<file path="src/rtl/core/sleep_state_package_scan_unit_defines.svh">
// assertion macros shared by the sleep state package scan rtl
`ifndef SLEEP_STATE_PACKAGE_SCAN_UNIT_DEFINES_SVH
`define SLEEP_STATE_PACKAGE_SCAN_UNIT_DEFINES_SVH

// same-cycle implication, quiet while in reset
`define SSPS_ASSERT_NOW(lbl, ante, cons) \
  lbl: assert property (@(posedge clk) disable iff (!rst_n) (ante) |-> (cons)) \
    else $error("ssps check failed");

// next-cycle implication, quiet while in reset
`define SSPS_ASSERT_NEXT(lbl, ante, cons) \
  lbl: assert property (@(posedge clk) disable iff (!rst_n) (ante) |=> (cons)) \
    else $error("ssps check failed");

`endif

</file>
<file path="src/rtl/core/ssps_pkg.sv">
// types and constants for the sleep state package scanner
`timescale 1ns / 1ps
`default_nettype none

package ssps_pkg;

  typedef struct packed {
    logic [7:0] data_byte;
    logic       last_byte;
  } in_item_t;

  typedef struct packed {
    logic [1:0] scan_status;
    logic [2:0] sleep_type_a;
    logic [2:0] sleep_type_b;
  } out_item_t;

  typedef enum logic [1:0] {
    ST_OK        = 2'd0,
    ST_NOT_FOUND = 2'd1,
    ST_BAD       = 2'd2
  } status_t;

  typedef enum logic [3:0] {
    PH_SEARCH  = 4'd0,
    PH_LEAD    = 4'd1,
    PH_SKIP    = 4'd2,
    PH_COUNT   = 4'd3,
    PH_A_PRE   = 4'd4,
    PH_A_OPD   = 4'd5,
    PH_A_REST  = 4'd6,
    PH_B_PRE   = 4'd7,
    PH_B_OPD   = 4'd8,
    PH_B_REST  = 4'd9
  } phase_t;

  typedef struct packed {
    logic [55:0] window;
    logic [2:0]  fill;
    phase_t      phase;
    logic [2:0]  hdr_span;
    logic [1:0]  skip;
    logic [7:0]  elem;
    logic [7:0]  first;
    logic        verdict;
  } scan_state_t;

  typedef struct packed {
    logic      valid;
    out_item_t item;
  } step_res_t;

  localparam scan_state_t SCAN_RESET = '{
    window:   56'd0,
    fill:     3'd0,
    phase:    PH_SEARCH,
    hdr_span: 3'd0,
    skip:     2'd0,
    elem:     8'd0,
    first:    8'd0,
    verdict:  1'b0
  };

  localparam logic [55:0] HDR_LONG  = 56'h085C5F53355F12;
  localparam logic [47:0] HDR_SHORT = 48'h085F53355F12;
  localparam logic [7:0]  PFX_ZERO  = 8'h00;
  localparam logic [7:0]  PFX_ONE   = 8'h01;
  localparam logic [7:0]  PFX_BYTE  = 8'h0A;
  localparam logic [7:0]  PFX_WORD  = 8'h0B;
  localparam logic [7:0]  PFX_DWORD = 8'h0C;
  localparam logic [7:0]  TYPE_MAX  = 8'd7;
  localparam logic [2:0]  FILL_FULL = 3'd7;
  localparam logic [2:0]  FILL_SHORT = 3'd6;
  localparam logic [2:0]  DIST_MAX  = 3'd7;

endpackage

`default_nettype wire

</file>
<file path="src/rtl/core/ssps_step.sv">
// next-state and result logic for one table byte
`timescale 1ns / 1ps
`default_nettype none

module ssps_step (
  input  ssps_pkg::scan_state_t st_r,
  input  ssps_pkg::in_item_t    in_item,
  output ssps_pkg::scan_state_t st_nxt,
  output ssps_pkg::step_res_t   res
);
  import ssps_pkg::*;

  logic       is_b;
  logic       fin;
  logic [7:0] fin_val;
  logic       do_judge;
  logic [7:0] jdg_a;
  logic [7:0] jdg_b;
  logic       verdict_now;
  status_t    code;
  logic [1:0] skip_dec;
  phase_t     opd_phase;
  phase_t     rest_phase;

  always_comb begin
    st_nxt      = st_r;
    res         = '0;
    is_b        = 1'b0;
    fin         = 1'b0;
    fin_val     = 8'd0;
    do_judge    = 1'b0;
    jdg_a       = 8'd0;
    jdg_b       = 8'd0;
    verdict_now = 1'b0;
    code        = ST_OK;
    skip_dec    = st_r.skip;
    opd_phase   = PH_A_OPD;
    rest_phase  = PH_A_REST;

    st_nxt.window = {st_r.window[47:0], in_item.data_byte};
    if (st_r.fill != FILL_FULL) begin
      st_nxt.fill = st_r.fill + 3'd1;
    end

    if (!st_r.verdict) begin
      if (st_r.phase != PH_SEARCH && st_r.hdr_span != DIST_MAX) begin
        st_nxt.hdr_span = st_r.hdr_span + 3'd1;
      end
      case (st_r.phase)
        PH_SEARCH: begin
          if (st_nxt.fill == FILL_FULL && st_nxt.window == HDR_LONG) begin
            st_nxt.phase    = PH_LEAD;
            st_nxt.hdr_span = 3'd6;
          end else if (st_nxt.fill >= FILL_SHORT && st_nxt.window[47:0] == HDR_SHORT) begin
            st_nxt.phase    = PH_LEAD;
            st_nxt.hdr_span = 3'd5;
          end
        end
        PH_LEAD: begin
          st_nxt.skip  = in_item.data_byte[7:6];
          st_nxt.phase = (in_item.data_byte[7:6] != 2'd0) ? PH_SKIP : PH_COUNT;
        end
        PH_SKIP: begin
          if (st_r.skip != 2'd0) begin
            skip_dec = st_r.skip - 2'd1;
          end
          st_nxt.skip = skip_dec;
          if (skip_dec == 2'd0) begin
            st_nxt.phase = PH_COUNT;
          end
        end
        PH_COUNT: begin
          st_nxt.elem = in_item.data_byte;
          if (in_item.data_byte == 8'd0) begin
            verdict_now = 1'b1;
            code        = ST_BAD;
          end else begin
            st_nxt.phase = PH_A_PRE;
          end
        end
        PH_A_PRE, PH_B_PRE: begin
          is_b      = (st_r.phase == PH_B_PRE);
          opd_phase = is_b ? PH_B_OPD : PH_A_OPD;
          if (in_item.data_byte == PFX_ZERO || in_item.data_byte == PFX_ONE) begin
            fin     = 1'b1;
            fin_val = in_item.data_byte;
          end else if (in_item.data_byte == PFX_BYTE) begin
            st_nxt.skip  = 2'd0;
            st_nxt.phase = opd_phase;
          end else if (in_item.data_byte == PFX_WORD) begin
            st_nxt.skip  = 2'd1;
            st_nxt.phase = opd_phase;
          end else if (in_item.data_byte == PFX_DWORD) begin
            st_nxt.skip  = 2'd3;
            st_nxt.phase = opd_phase;
          end else begin
            verdict_now = 1'b1;
            code        = ST_BAD;
          end
        end
        PH_A_OPD, PH_B_OPD: begin
          is_b       = (st_r.phase == PH_B_OPD);
          rest_phase = is_b ? PH_B_REST : PH_A_REST;
          if (is_b) begin
            st_nxt.elem = in_item.data_byte;
          end else begin
            st_nxt.first = in_item.data_byte;
          end
          if (st_r.skip == 2'd0) begin
            fin     = 1'b1;
            fin_val = in_item.data_byte;
          end else begin
            st_nxt.phase = rest_phase;
          end
        end
        PH_A_REST, PH_B_REST: begin
          is_b = (st_r.phase == PH_B_REST);
          if (st_r.skip != 2'd0) begin
            skip_dec = st_r.skip - 2'd1;
          end
          st_nxt.skip = skip_dec;
          if (skip_dec == 2'd0) begin
            fin     = 1'b1;
            fin_val = is_b ? st_r.elem : st_r.first;
          end
        end
        default: begin
          st_nxt.phase = PH_SEARCH;
        end
      endcase

      // integer complete: either move on to the second one or judge what has been read
      if (fin) begin
        if (!is_b) begin
          st_nxt.first = fin_val;
          if (st_r.elem > 8'd1) begin
            st_nxt.phase = PH_B_PRE;
          end else begin
            do_judge = 1'b1;
            jdg_a    = fin_val;
            jdg_b    = 8'd0;
          end
        end else begin
          st_nxt.elem = fin_val;
          do_judge    = 1'b1;
          jdg_a       = st_r.first;
          jdg_b       = fin_val;
        end
      end

      if (do_judge) begin
        verdict_now = 1'b1;
        code        = (jdg_a > TYPE_MAX || jdg_b > TYPE_MAX) ? ST_BAD : ST_OK;
      end

      if (verdict_now) begin
        st_nxt.verdict       = 1'b1;
        res.valid            = 1'b1;
        res.item.scan_status = code;
        if (code == ST_OK) begin
          res.item.sleep_type_a = jdg_a[2:0];
          res.item.sleep_type_b = jdg_b[2:0];
        end
      end
    end

    // table end: report if still undecided, then start over
    if (in_item.last_byte) begin
      if (!st_nxt.verdict) begin
        res.valid = 1'b1;
        res.item.sleep_type_a = 3'd0;
        res.item.sleep_type_b = 3'd0;
        if (st_nxt.phase == PH_SEARCH || st_nxt.hdr_span != DIST_MAX) begin
          res.item.scan_status = ST_NOT_FOUND;
        end else begin
          res.item.scan_status = ST_BAD;
        end
      end
      st_nxt = SCAN_RESET;
    end
  end

endmodule

`default_nettype wire

</file>
<file path="src/rtl/core/sleep_state_package_scan_unit.sv">
// top level of the sleep state package scanner
//
//   channel | ports                          | moves
//   --------+--------------------------------+----------------------------------
//   input   | in_valid, in_stall, in_data    | one table byte plus end marker
//   result  | out_valid, out_stall, out_data | one status per table
//
// a byte is taken each cycle in_stall is low; any result is registered onto out_*
// the step logic is a window compare plus a small phase update, combinational
// synchronous active-low reset returns the scan to header search
// results sit in an output register backed by a skid register
// in_stall rises only when both hold a result that has not been taken
`timescale 1ns / 1ps
`default_nettype none
`include "sleep_state_package_scan_unit_defines.svh"

module sleep_state_package_scan_unit (
  input  logic                clk,
  input  logic                rst_n,
  input  logic                in_valid,
  output logic                in_stall,
  input  ssps_pkg::in_item_t  in_data,
  output logic                out_valid,
  input  logic                out_stall,
  output ssps_pkg::out_item_t out_data
);
  import ssps_pkg::*;

  scan_state_t state_r;
  scan_state_t state_nxt;
  scan_state_t step_nxt;
  step_res_t   step_res;

  logic      out_valid_r;
  logic      out_valid_nxt;
  out_item_t out_item_r;
  out_item_t out_item_nxt;
  logic      skid_valid_r;
  logic      skid_valid_nxt;
  out_item_t skid_item_r;
  out_item_t skid_item_nxt;

  logic in_accept;
  logic out_take;
  logic new_res;

  ssps_step u_step (
    .st_r    (state_r),
    .in_item (in_data),
    .st_nxt  (step_nxt),
    .res     (step_res)
  );

  assign in_stall  = skid_valid_r;
  assign in_accept = in_valid && !in_stall;
  assign out_take  = out_valid_r && !out_stall;
  assign new_res   = in_accept && step_res.valid;
  assign out_valid = out_valid_r;
  assign out_data  = out_item_r;

  always_comb begin
    state_nxt = in_accept ? step_nxt : state_r;
  end

  always_comb begin
    out_valid_nxt  = out_valid_r;
    out_item_nxt   = out_item_r;
    skid_valid_nxt = skid_valid_r;
    skid_item_nxt  = skid_item_r;
    if (skid_valid_r) begin
      if (out_take) begin
        out_item_nxt   = skid_item_r;
        skid_valid_nxt = 1'b0;
      end
    end else if (new_res) begin
      if (!out_valid_r || out_take) begin
        out_valid_nxt = 1'b1;
        out_item_nxt  = step_res.item;
      end else begin
        skid_valid_nxt = 1'b1;
        skid_item_nxt  = step_res.item;
      end
    end else if (out_take) begin
      out_valid_nxt = 1'b0;
    end
  end

  always_ff @(posedge clk) begin
    if (!rst_n) begin
      state_r      <= SCAN_RESET;
      out_valid_r  <= 1'b0;
      skid_valid_r <= 1'b0;
    end else begin
      state_r      <= state_nxt;
      out_valid_r  <= out_valid_nxt;
      skid_valid_r <= skid_valid_nxt;
    end
  end

  always_ff @(posedge clk) begin
    out_item_r  <= out_item_nxt;
    skid_item_r <= skid_item_nxt;
  end

  `SSPS_ASSERT_NOW(a_skid_needs_out, skid_valid_r, out_valid_r)
  `SSPS_ASSERT_NOW(a_undecided_end_reports, in_accept && in_data.last_byte && !state_r.verdict, step_res.valid)
  `SSPS_ASSERT_NOW(a_no_second_verdict, in_accept && state_r.verdict, !step_res.valid)
  `SSPS_ASSERT_NEXT(a_end_restarts, in_accept && in_data.last_byte, state_r.phase == PH_SEARCH && state_r.fill == 3'd0)

endmodule

`default_nettype wire
</file>
<file path="config.mk">
export PLATFORM = sky130hd
export DESIGN_NAME = sleep_state_package_scan_unit
export DESIGN_NICKNAME = d
export VERILOG_FILES = /design/src/rtl/core/ssps_pkg.sv /design/src/rtl/core/ssps_step.sv /design/src/rtl/core/sleep_state_package_scan_unit.sv
export VERILOG_INCLUDE_DIRS = /design/src /design/src/rtl/core
export SDC_FILE = /design/constraint.sdc
export NUM_CORES = 1
export LEC_CHECK = 0
export ABC_AREA = 1
export BUFFER_PORTS_ARGS = -buffer_cell sky130_fd_sc_hd__buf_2
export CAP_MARGIN = 20
export CORE_MARGIN = 2
export CORE_UTILIZATION = 45
export DETAILED_ROUTE_END_ITERATION = 8
export PLACE_DENSITY = 0.74
export SLEW_MARGIN = 20
export SYNTH_ARGS = -nofsm -noshare
export SYNTH_HDL_FRONTEND = slang
export SYNTH_SLANG_ARGS = --single-unit
</file>
<file path="constraint.sdc">
create_clock -name clk -period 2.3 [get_ports clk]
set_clock_uncertainty 0.2 [all_clocks]
set_input_delay 0.23 -clock clk [delete_from_list [all_inputs] [get_ports clk]]
set_output_delay 0.23 -clock clk [all_outputs]
set_load 0.005 [all_outputs]
</file>
# Word-level counts from Yosys, hierarchy flattened
# Index checks and enable logic that the tools add are counted.
[classes] n_reduce_logical=35 order_cmp=4 n_addsub=3 mux=96 eq_ne=24 bitwise=2
[op_table] operator="$mux 8" count=20
[op_table] operator="$mux 77" count=1
[op_table] operator="$eq 56x52->1 const B" count=1
[op_table] operator="$eq 48x44->1 const B" count=1
[op_table] operator="$mux 4" count=12
[op_table] operator="$mux 2" count=18
[op_table] operator="$mux 9" count=4
[op_table] operator="$pmux 4 s7" count=1
[op_table] operator="$mux 26" count=1
[op_table] operator="$mux 1" count=25
[op_table] operator="$eq 8x4->1 const B" count=3
[op_table] operator="$pmux 8 s3" count=1
[op_table] operator="$eq 4x3->1 const B" count=4
[op_table] operator="$gt 8x3->1 const B" count=2
[op_table] operator="$mux 16" count=1
[op_table] operator="$pmux 8 s2" count=1
[op_table] operator="$mux 7" count=2
[op_table] operator="$ne 3x3->1 const B" count=4
[op_table] operator="$reduce_bool 2->1" count=5
[op_table] operator="$mux 3" count=3
[op_table] operator="$reduce_and 3->1" count=3
[op_table] operator="$eq 4x2->1 const B" count=2
[op_table] operator="$eq 4x4->1 const B" count=2
[op_table] operator="$eq 8x1->1 const B" count=1
[op_table] operator="26 further kinds" count=46
[word_totals] in_bits=13 output_inout_bits=10 regBits=95 word_cells=180

# Logic depth before layout (Yosys ltp)
# Gate-level depths: netlist of the first run.
[depth] depth_word=25 depth_mapped=17 ltp_nobuf=17

# Cells and area by module
# From an unflattened synthesis of the first run, not the netlist that was laid out.
[unflattened] cells_unflattened=970 area_unflattened_um2=6098.3
[modules_own_cells] module="sleep_state_package_scan_unit" seq_area_each_um2=2222.1 n_inst=1 cells_per_inst=428 area_each_um2=3627.2
[modules_own_cells] module="ssps_step" seq_area_each_um2=0.0 n_inst=1 cells_per_inst=542 area_each_um2=2471.1

# Worst setup path after synthesis of the first run
# OpenSTA, ideal clock, no wires.
[synth_path] path_type="register to register" from="register state_r[25] in the netlist's numbering" to="register out_item_r, in the netlist out_data[0], enable pin" stages_incl_launch_ff=16 setup_slack_ns=-0.145 t_arrival_ns=1.874 setup_ns=0.370 required_ns=1.730 path_buffers=1 path_cell_list="dfxtp_1 -> buf_6 -> inv_2 -> nor2_2 -> nand2_2 -> nand2_2 -> nand2_4 -> nand3_2 -> nand2_2 -> nand2_2 -> nor2_4 -> nand2_1 -> nand2_1 -> o21ai_0 -> inv_1 -> nor2_1"
[synth_via] elab_chain_cells=16 elab_cells_between_ends=29 classes_between="7 x eq/ne; 16 x mux; 6 x reduce/logical"
[synth_lines] item="start: declaration" line_no="sleep_state_package_scan_unit.sv:29" rtl="scan_state_t state_r;"
[synth_lines] item="start signal: assignment" line_no="sleep_state_package_scan_unit.sv:94" rtl="state_r <= state_nxt;"
[synth_lines] item="$eq 4x3->1 (tied with other cells)" line_no="ssps_step.sv:49" rtl="case (st_r.phase)"
[synth_lines] item="$reduce_or 2->1" line_no="ssps_step.sv:49"
[synth_lines] item="$pmux 1 s3" line_no="ssps_step.sv:49"
[synth_lines] item="$mux 1" line_no="ssps_step.sv:45" rtl="if (!st_r.verdict) begin"
[synth_lines] item="$mux 1" line_no="ssps_step.sv:134" rtl="if (!is_b) begin"
[synth_lines] item="$mux 1" line_no="ssps_step.sv:133" rtl="if (fin) begin"
[synth_lines] item="$mux 1" line_no="ssps_step.sv:45"
[synth_lines] item="$mux 1 *" line_no="ssps_step.sv:151" rtl="if (do_judge) begin"
[synth_lines] item="$mux 1 *" line_no="ssps_step.sv:45"
[synth_lines] item="$mux 9 or $mux 1 (tied branches)" line_no="ssps_step.sv:156" rtl="if (verdict_now) begin"
[synth_lines] item="$mux 9 or $mux 26 (tied branches)" line_no="ssps_step.sv:45"
[synth_lines] item="$mux 9" line_no="ssps_step.sv:169" rtl="if (!st_nxt.verdict) begin"
[synth_lines] item="$mux 9 *" line_no="ssps_step.sv:168" rtl="if (in_item.last_byte) begin"
[synth_lines] item="$logic_and 1x1->1 *" line_no="sleep_state_package_scan_unit.sv:57" rtl="assign new_res = in_accept && step_res.valid;"
[synth_lines] item="$reduce_bool 2->1 (no line) *"
[synth_lines] item="$reduce_and 3->1 (no line) *"
[synth_lines] item="end signal: assignment" line_no="sleep_state_package_scan_unit.sv:101" rtl="out_item_r <= out_item_nxt;"
[synth_lines] item="end: declaration" line_no="sleep_state_package_scan_unit.sv:36" rtl="out_item_t out_item_r;"
# Every way passes the cells marked *; elsewhere a longest branch is shown, timed or not. The select of a mux whose other input is x is not followed.
# A chain may end at the register's enable or synchronous reset.

==> impl_metrics.sql, run 1 <==
INSERT INTO impl_metrics (metric_group, metric, value, unit) VALUES
('critical_path', 'crit_required', '2.32', 'ns'),
('status', 'status', 'finished, final reports clean', ''),
('synthesis', 'post_synth_most_frequent_cells', 'sky130_fd_sc_hd__nand2_1 (256), sky130_fd_sc_hd__inv_1 (88), sky130_fd_sc_hd__a21oi_1 (86)', ''),
('power', 'ir_drop', '0.3975', 'mV'),
('global_route', 'grtUsageMet2', '32.89', '%'),
('power', 'powerDensity', '521.0', 'mW/mm^2'),
('floorplan', 'core-area', '0.01142', 'sq mm'),
('place', 'placed_cells_incl_taps', '993', ''),
('synthesis', 'synth_cell_type_count', '43', ''),
('clock_network', 'clock_slew_seen_by_the_registers_of_the_worst_setup_and_hold_paths', '0.07', 'ns'),
('critical_path', 'critical_path.startpoint_type', 'register', ''),
('critical_path', 'critPathMaxStageDelay', '0.38', 'ns'),
('hold_path', 'worst_hold_path_type', 'in2reg', ''),
('critical_path', 'worstSetupEndpointType', 'register', ''),
('synthesis', 'synth_area', '0.005263', 'sq mm'),
('synthesis', 'yosys_warnings', '0', ''),
('sta', 'hold_viol_final', '0', ''),
('place', 'placement.cell_area', '0.005966', 'sq mm'),
('critical_path', 'critical_path_peak_fanout', '9', ''),
('critical_path', 'critical_path.top_delay_family', 'simple AND/OR/NAND/NOR gates', ''),
('sta', 'grt_setup_unrepaired', 'yes', ''),
('global_route', 'grt-ovfl-total', '0', ''),
('sta', 'drv_slew', '0', ''),
('sta', 'layout_setup_ws', '0.06372', 'ns'),
('synthesis', 'synth_enable_flop_cells', '16', ''),
('cells_and_area', 'seqCellArea', '0.002085', 'sq mm'),
('power', 'p_leak', '2.851', 'nW'),
('detailed_routing', 'avgViaCountPerCell', '5.152', ''),
('sta', 'final.min_clock_period', '2.236', 'ns'),
('detailed_routing', 'route.antenna.remaining_nets', '0', ''),
('sta', 'period_utilization_post_route', '97.23', '%'),
('critical_path', 'cp_cell_sequence', 'buf_4, nor2_4, nand2_4, buf_4, o21ai_2, o22ai_2, nor2_2, nand4_2, nor2_4, nand2_4, nor2_2, nor2_1, nor2_1', ''),
('cells_and_area', 'n_antenna_cell', '0', ''),
('place', 'place_hpwl', '9.398', 'mm'),
('synthesis', 'synth_ff_type', 'sky130_fd_sc_hd__dfxtp_1', ''),
('critical_path', 'arrival', '2.25', 'ns'),
('sta', 'hold_ws', '0.01262', 'ns'),
('detailed_routing', 'drt-initial-drc-count', '376', ''),
('place', 'dp_worst_setup_slack', '-0.2817', 'ns'),
('synthesis', 'netlist.top_cell.by_area', 'sky130_fd_sc_hd__dfxtp_1', ''),
('critical_path', 'worst-path-buf-inv', '2', ''),
('floorplan', 'io_pins', '23', ''),
('critical_path', 'worstSetupPathType', 'reg2reg', ''),
('place', 'numPortBuffers', '22', ''),
('detailed_routing', 'post_drt_wl_per_cell', '13.26', 'um'),
('sta', 'worstMarginPinSlew', '0.4285', 'ns'),
('place', 'gp_congestion', '0.9615', ''),
('synthesis', 'synth.net_count', '808', ''),
('critical_path', 'slowest_stage', 'sky130_fd_sc_hd__dfxtp_4', ''),
('job', 'max-cap-violations', '0', ''),
('cells_and_area', 'final_util', '57.37', '%'),
('power', 'power_after_layout', '3.414', 'mW'),
('synthesis', 'synth_top_cell_area_share', '30.05', '%'),
('synthesis', 'postSynthAreaPerCell', '6.645', 'sq um'),
('global_route', 'top_usage_layer', 'met2', ''),
('clock_network', 'cts_made_buffers', '9', ''),
('floorplan', 'die_height', '112.1', 'um'),
('clock_network', 'worst_skew_pair_later_pin_latency', '0.35', 'ns'),
('cells_and_area', 'multi_input_comb_area', '0.002879', 'sq mm'),
('detailed_routing', 'drtPass1Iterations', '5', ''),
('synthesis', 'post_synth_inst_count', '792', ''),
('floorplan', 'die_width', '112.1', 'um'),
('sta', 'max_freq', '447.2', 'MHz'),
('cells_and_area', 'post_layout_nonfiller_instances', '1021', ''),
('floorplan', 'area_of_the_die', '0.01258', 'sq mm'),
('synthesis', 'async_flop_share', '0', '%'),
('synthesis', 'ys_ff_latch', '95', ''),
('clock_network', 'cts-root-to-sink-buffers', '2', ''),
('detailed_routing', 'drc_errors', '0', ''),
('cells_and_area', 'filler_cell_count', '1093', ''),
('floorplan', 'initial_utilization', '46.09', '%');
## logic make-up after synthesis
| group | after synthesis | synth area share, % |
|---|---|---|
| simple gates | 415 | 33.59 |
| flops | 95 | 39.18 |
| buf+inv | 124 | 9.439 |
| xor+xnor | 1 | 0.1665 |
| mux | 2 | 0.4279 |
| fa+ha+maj | 3 | 0.7133 |
| compound gates | 152 | 16.48 |
## state kept, by name, indices dropped and copies added, names as in the netlist
name,cells
state_r,77
out_data,8
skid_item_r,8
in_stall,1
out_valid,1
## where the power goes
| part | internal (mW) | leakage, nW | total (mW) | switching (mW) |
|---|---|---|---|---|
| combinational | 0.0719 | 1.91 | 0.220 | 0.148 |
| sequential | 1.70 | 0.802 | 1.71 | 0.0142 |
| clock | 0.802 | 0.144 | 1.48 | 0.677 |
## cell type report
| class | instances | share of cell area, % |
|---|---|---|
| Clock buffer | 11 | 3.858 |
| Sequential cell | 95 | 31.82 |
| Inverter | 92 | 5.309 |
| Multi-Input combinational cell | 573 | 43.95 |
| Clock inverter | 5 | 0.6303 |
| Timing Repair Buffer | 102 | 11.71 |
| Tap cell | 143 | 2.731 |
## layer usage
metal | share of wire (%) | up-vias
met5 | 0 | -
met2 | 45 | 147
met4 | 2.3 | 0
li1 | - | 2705
met3 | 5.3 | 23
met1 | 48 | 2385
## timing repair
item,CTS,global route
pin swaps,3,9
gates resized for setup,19,40
endpoints found under the hold margin,8,0
setup buffers,2,4
hold buffers,6,0
cloned,0,0
endpoints found under the setup margin,18,21
## layout by cell type, fill, tap and decap left out, types with 4 or more instances in the layout
master                          synthesis  routed
sky130_fd_sc_hd__nand4_1                4       4
sky130_fd_sc_hd__nor2_2                 6       9
sky130_fd_sc_hd__nand2_4                5       6
sky130_fd_sc_hd__o211ai_1              20      20
sky130_fd_sc_hd__clkbuf_16              0       9
sky130_fd_sc_hd__nand2_2                6      16
sky130_fd_sc_hd__buf_2                  3      22
sky130_fd_sc_hd__dlygate4sd3_1          0       6
sky130_fd_sc_hd__inv_2                  4       4
sky130_fd_sc_hd__nand3_1               39      38
sky130_fd_sc_hd__edfxtp_1              16      16
sky130_fd_sc_hd__buf_4                  1      70
sky130_fd_sc_hd__nor2_4                 4      11
sky130_fd_sc_hd__o21ai_2                1       4
sky130_fd_sc_hd__nand2_1              256     245
sky130_fd_sc_hd__dfxtp_4                0       6
sky130_fd_sc_hd__nor2_1                82      72
sky130_fd_sc_hd__o21ai_0               32      28
sky130_fd_sc_hd__inv_1                 88      87
sky130_fd_sc_hd__dfxtp_1               79      73
sky130_fd_sc_hd__o22ai_2                1       5
sky130_fd_sc_hd__a21oi_1               86      83
## worst paths after layout
path	startpoint	end	slack [ns]	depth (start not counted)
setup / recovery	state_r[24]	out_data[3]	0.06	13
hold / removal	in_data[1]	state_r[29]	0.01	3
setup reg to reg	state_r[24]	out_data[3]	0.06	13
hold reg to reg	state_r[69]	state_r[69]	0.26	2
## worst reg2reg max path, cell delays in order, from the launching register on
cell	delay, ns
sky130_fd_sc_hd__dfxtp_4	0.38
sky130_fd_sc_hd__buf_4	0.15
sky130_fd_sc_hd__nor2_4	0.13
sky130_fd_sc_hd__nand2_4	0.10
sky130_fd_sc_hd__buf_4	0.15
sky130_fd_sc_hd__o21ai_2	0.11
sky130_fd_sc_hd__o22ai_2	0.09
sky130_fd_sc_hd__nor2_2	0.10
sky130_fd_sc_hd__nand4_2	0.15
sky130_fd_sc_hd__nor2_4	0.20
sky130_fd_sc_hd__nand2_4	0.08
sky130_fd_sc_hd__nor2_2	0.11
sky130_fd_sc_hd__nor2_1	0.05
sky130_fd_sc_hd__nor2_1	0.09
Note: power is estimated with default switching activity, not from simulation.
==> inputs of run 2 (changes only) <==
Settings changed: CTS_CLUSTER_DIAMETER set to 50, PLACE_DENSITY 0.74 to not set, PLACE_DENSITY_LB_ADDON set to 0.2.
==> impl_metrics.sql, run 2 (same netlist as run 1, synthesis figures left out) <==
INSERT INTO impl_metrics (metric_group, metric, value, unit) VALUES
('sta', 'final.min_clock_period', '2.242', 'ns'),
('detailed_routing', 'drt-total-wl', '14.12', 'mm'),
('sta', 'setup_viol_count_final', '0', ''),
('power', 'powerDensity', '518.0', 'mW/mm^2'),
('floorplan', 'die_width', '112.1', 'um'),
('clock_network', 'cts_sinks', '95', ''),
('critical_path', 'worst-path-buf-inv', '2', ''),
('critical_path', 'slowest_stage', 'sky130_fd_sc_hd__dfxtp_4', ''),
('detailed_routing', 'drtPass1Iterations', '4', ''),
('floorplan', 'fp-row-count', '39', ''),
('cells_and_area', 'registers.top_by_ff_count', 'state_r', ''),
('place', 'dp_worst_setup_slack', '-0.1308', 'ns'),
('critical_path', 'critical_path.startpoint_type', 'register', ''),
('critical_path', 'critical_path_peak_fanout', '8', ''),
('critical_path', 'critical_path.top_delay_family', 'simple AND/OR/NAND/NOR gates', ''),
('global_route', 'grt-ovfl-total', '0', ''),
('critical_path', 'cp-startpoint', 'state_r[22]', ''),
('global_route', 'antenna_found_initial', '0', ''),
('floorplan', 'initial_utilization', '46.09', '%'),
('floorplan', 'core-area', '0.01142', 'sq mm'),
('clock_network', 'h-tree-depth', '3', ''),
('clock_network', 'clock_slew_seen_by_the_registers_of_the_worst_setup_and_hold_paths', '0.07', 'ns'),
('status', 'status', 'finished, final reports clean', ''),
('detailed_routing', 'post_drt_wl_per_cell', '13.90', 'um'),
('cells_and_area', 'final_common_cell', 'sky130_fd_sc_hd__nand2_1', ''),
('power', 'p_leak', '2.835', 'nW'),
('critical_path', 'worstSetupPathType', 'reg2reg', ''),
('sta', 'hold_viol_final', '0', ''),
('place', 'placement.cell_area', '0.005963', 'sq mm'),
('place', 'numPortBuffers', '22', ''),
('critical_path', 'cp_cell_sequence', 'inv_4, nor2_8, nand2_4, buf_4, o21ai_4, o22ai_4, nor2_2, nand4_4, nor2_4, nand2_4, nor2_4, nor2_2, nor2_1', ''),
('critical_path', 'arrival', '2.25', 'ns'),
('floorplan', 'io_pins', '23', ''),
('cells_and_area', 'largest_register_ffs', '77', ''),
('floorplan', 'die_height', '112.1', 'um'),
('detailed_routing', 'route.antenna.remaining_nets', '0', ''),
('place', 'gp_congestion', '0.9392', ''),
('sta', 'period_utilization_post_route', '97.46', '%'),
('cells_and_area', 'final_cell_area', '0.006569', 'sq mm'),
('sta', 'drv_slew', '0', ''),
('sta', 'max_freq', '446.1', 'MHz'),
('place', 'place_hpwl', '10.05', 'mm'),
('cells_and_area', 'post_route_cells_drive_above_1_share', '21.88', '%'),
('clock_network', 'worst_skew_pair_later_pin_latency', '0.35', 'ns'),
('clock_network', 'cts_made_buffers', '9', ''),
('sta', 'timing.slew.headroom', '68.90', '%'),
('job', 'max-cap-violations', '0', ''),
('detailed_routing', 'drt-initial-drc-count', '331', ''),
('global_route', 'grt.total_usage', '22.24', '%'),
('critical_path', 'crit_required', '2.31', 'ns'),
('critical_path', 'worstReg2RegStart', 'state_r[22]', ''),
('sta', 'grt_setup_unrepaired', 'yes', ''),
('hold_path', 'worst_hold_path_type', 'in2reg', ''),
('cells_and_area', 'area.growth.synth_to_final', '24.82', '%'),
('critical_path', 'critPathMaxStageDelay', '0.41', 'ns'),
('global_route', 'grt_max_degree', '57', ''),
('clock_network', 'tritoncts_clock_tree', 'yes', ''),
('sta', 'layout_setup_ws', '0.05845', 'ns'),
('cells_and_area', 'design.final.nets', '884', ''),
('hold_path', 'worst_hold_startpoint', 'in_data[5]', ''),
('clock_network', 'cts-root-to-sink-buffers', '2', ''),
('detailed_routing', 'num_vias', '5263', ''),
('global_route', 'grt_pass1_vias', '4996', ''),
('floorplan', 'area_of_the_die', '0.01258', 'sq mm'),
('cells_and_area', 'most_frequent_cells_in_the_layout', 'sky130_fd_sc_hd__nand2_1 (248), sky130_fd_sc_hd__inv_1 (86), sky130_fd_sc_hd__a21oi_1 (85)', ''),
('global_route', 'wire_length_of_the_first_global_routing_pass', '23.22', 'mm'),
('cells_and_area', 'n_antenna_cell', '0', ''),
('detailed_routing', 'drc_errors', '0', ''),
('clock_network', 'clk_root_buffer_cell', 'sky130_fd_sc_hd__clkbuf_16', ''),
('detailed_routing', 'avgViaCountPerCell', '5.180', ''),
('power', 'ir_drop', '0.3530', 'mV'),
('sta', 'worstMarginPinSlew', '0.4659', 'ns'),
('critical_path', 'worstSetupEndpointType', 'register', '');
==> run 2: worst paths after layout <==
kind | to | slack [ns] | cells after the start
worst max-delay path | out_data[5] | 0.06 | 13
worst min-delay path | state_r[33] | 0.005 | 3
worst max register to register | out_data[5] | 0.06 | 13
worst min register to register | state_r[75] | 0.27 | 2
==> run 2: report_power, final <==
group	total (mW)	internal [mW]	switching, mW
Sequential	1.72	1.70	0.0146
Combinational	0.215	0.0693	0.146
Clock	1.47	0.777	0.694
Total	3.40	2.55	0.855
==> run 2: per-stage QoR <==
stage | util, % | power (mW) | cells | hold WS (ns) | setup TNS, ns
2_1_floorplan | - | 1.869 | 792 | 0.1559 | 0
3_3_place_gp | 52.22 | 1.959 | 991 | 0.2480 | -0.6670
3_5_place_dp | 52.22 | 1.962 | 991 | 0.2553 | -1.352
4_1_cts | 55.68 | 3.427 | 1014 | 0.007819 | 0
5_1_grt | 57.53 | 3.515 | 1016 | 0.02563 | -1.224
6_report | 57.53 | 3.403 | 1016 | 0.005407 | 0
==> run 2: what timing repair did <==
action | CTS | global route
cloned | 0 | 0
endpoints found under the setup margin | 27 | 29
setup buffers | 2 | 2
hold buffers | 5 | 0
hold endpoints to repair | 7 | 0
pin swaps | 3 | 13
gates resized for setup | 15 | 62
==> run 2: worst register-to-register path, cell delays in order, from the launching register on <==
cell,delay (ns)
sky130_fd_sc_hd__dfxtp_4,0.41
sky130_fd_sc_hd__inv_4,0.06
sky130_fd_sc_hd__nor2_8,0.13
sky130_fd_sc_hd__nand2_4,0.11
sky130_fd_sc_hd__buf_4,0.16
sky130_fd_sc_hd__o21ai_4,0.14
sky130_fd_sc_hd__o22ai_4,0.09
sky130_fd_sc_hd__nor2_2,0.14
sky130_fd_sc_hd__nand4_4,0.15
sky130_fd_sc_hd__nor2_4,0.19
sky130_fd_sc_hd__nand2_4,0.09
sky130_fd_sc_hd__nor2_4,0.10
sky130_fd_sc_hd__nor2_2,0.04
sky130_fd_sc_hd__nor2_1,0.10
==> run 2: area by class of cell <==
type / count / area, sq um
tap: 143 / 178.9
inverter: 92 / 350.3
timing repair buffer: 97 / 754.5
multi-input combinational: 573 / 2913
clock buffer: 10 / 239.0
fill: 1158 / 4850
clock inverter: 6 / 50.05
sequential: 95 / 2083
==> run 2: layer usage <==
metal  wire, um  part of all wire [%]  up-vias  GRT usage, %
met4        320                   2.3        0         8.943
met5          0                     0        -             0
li1           -                     -     2703             -
met2       6600                    47      117         35.50
met1       6553                    46     2414         29.97
met3        649                   4.6       29         3.996
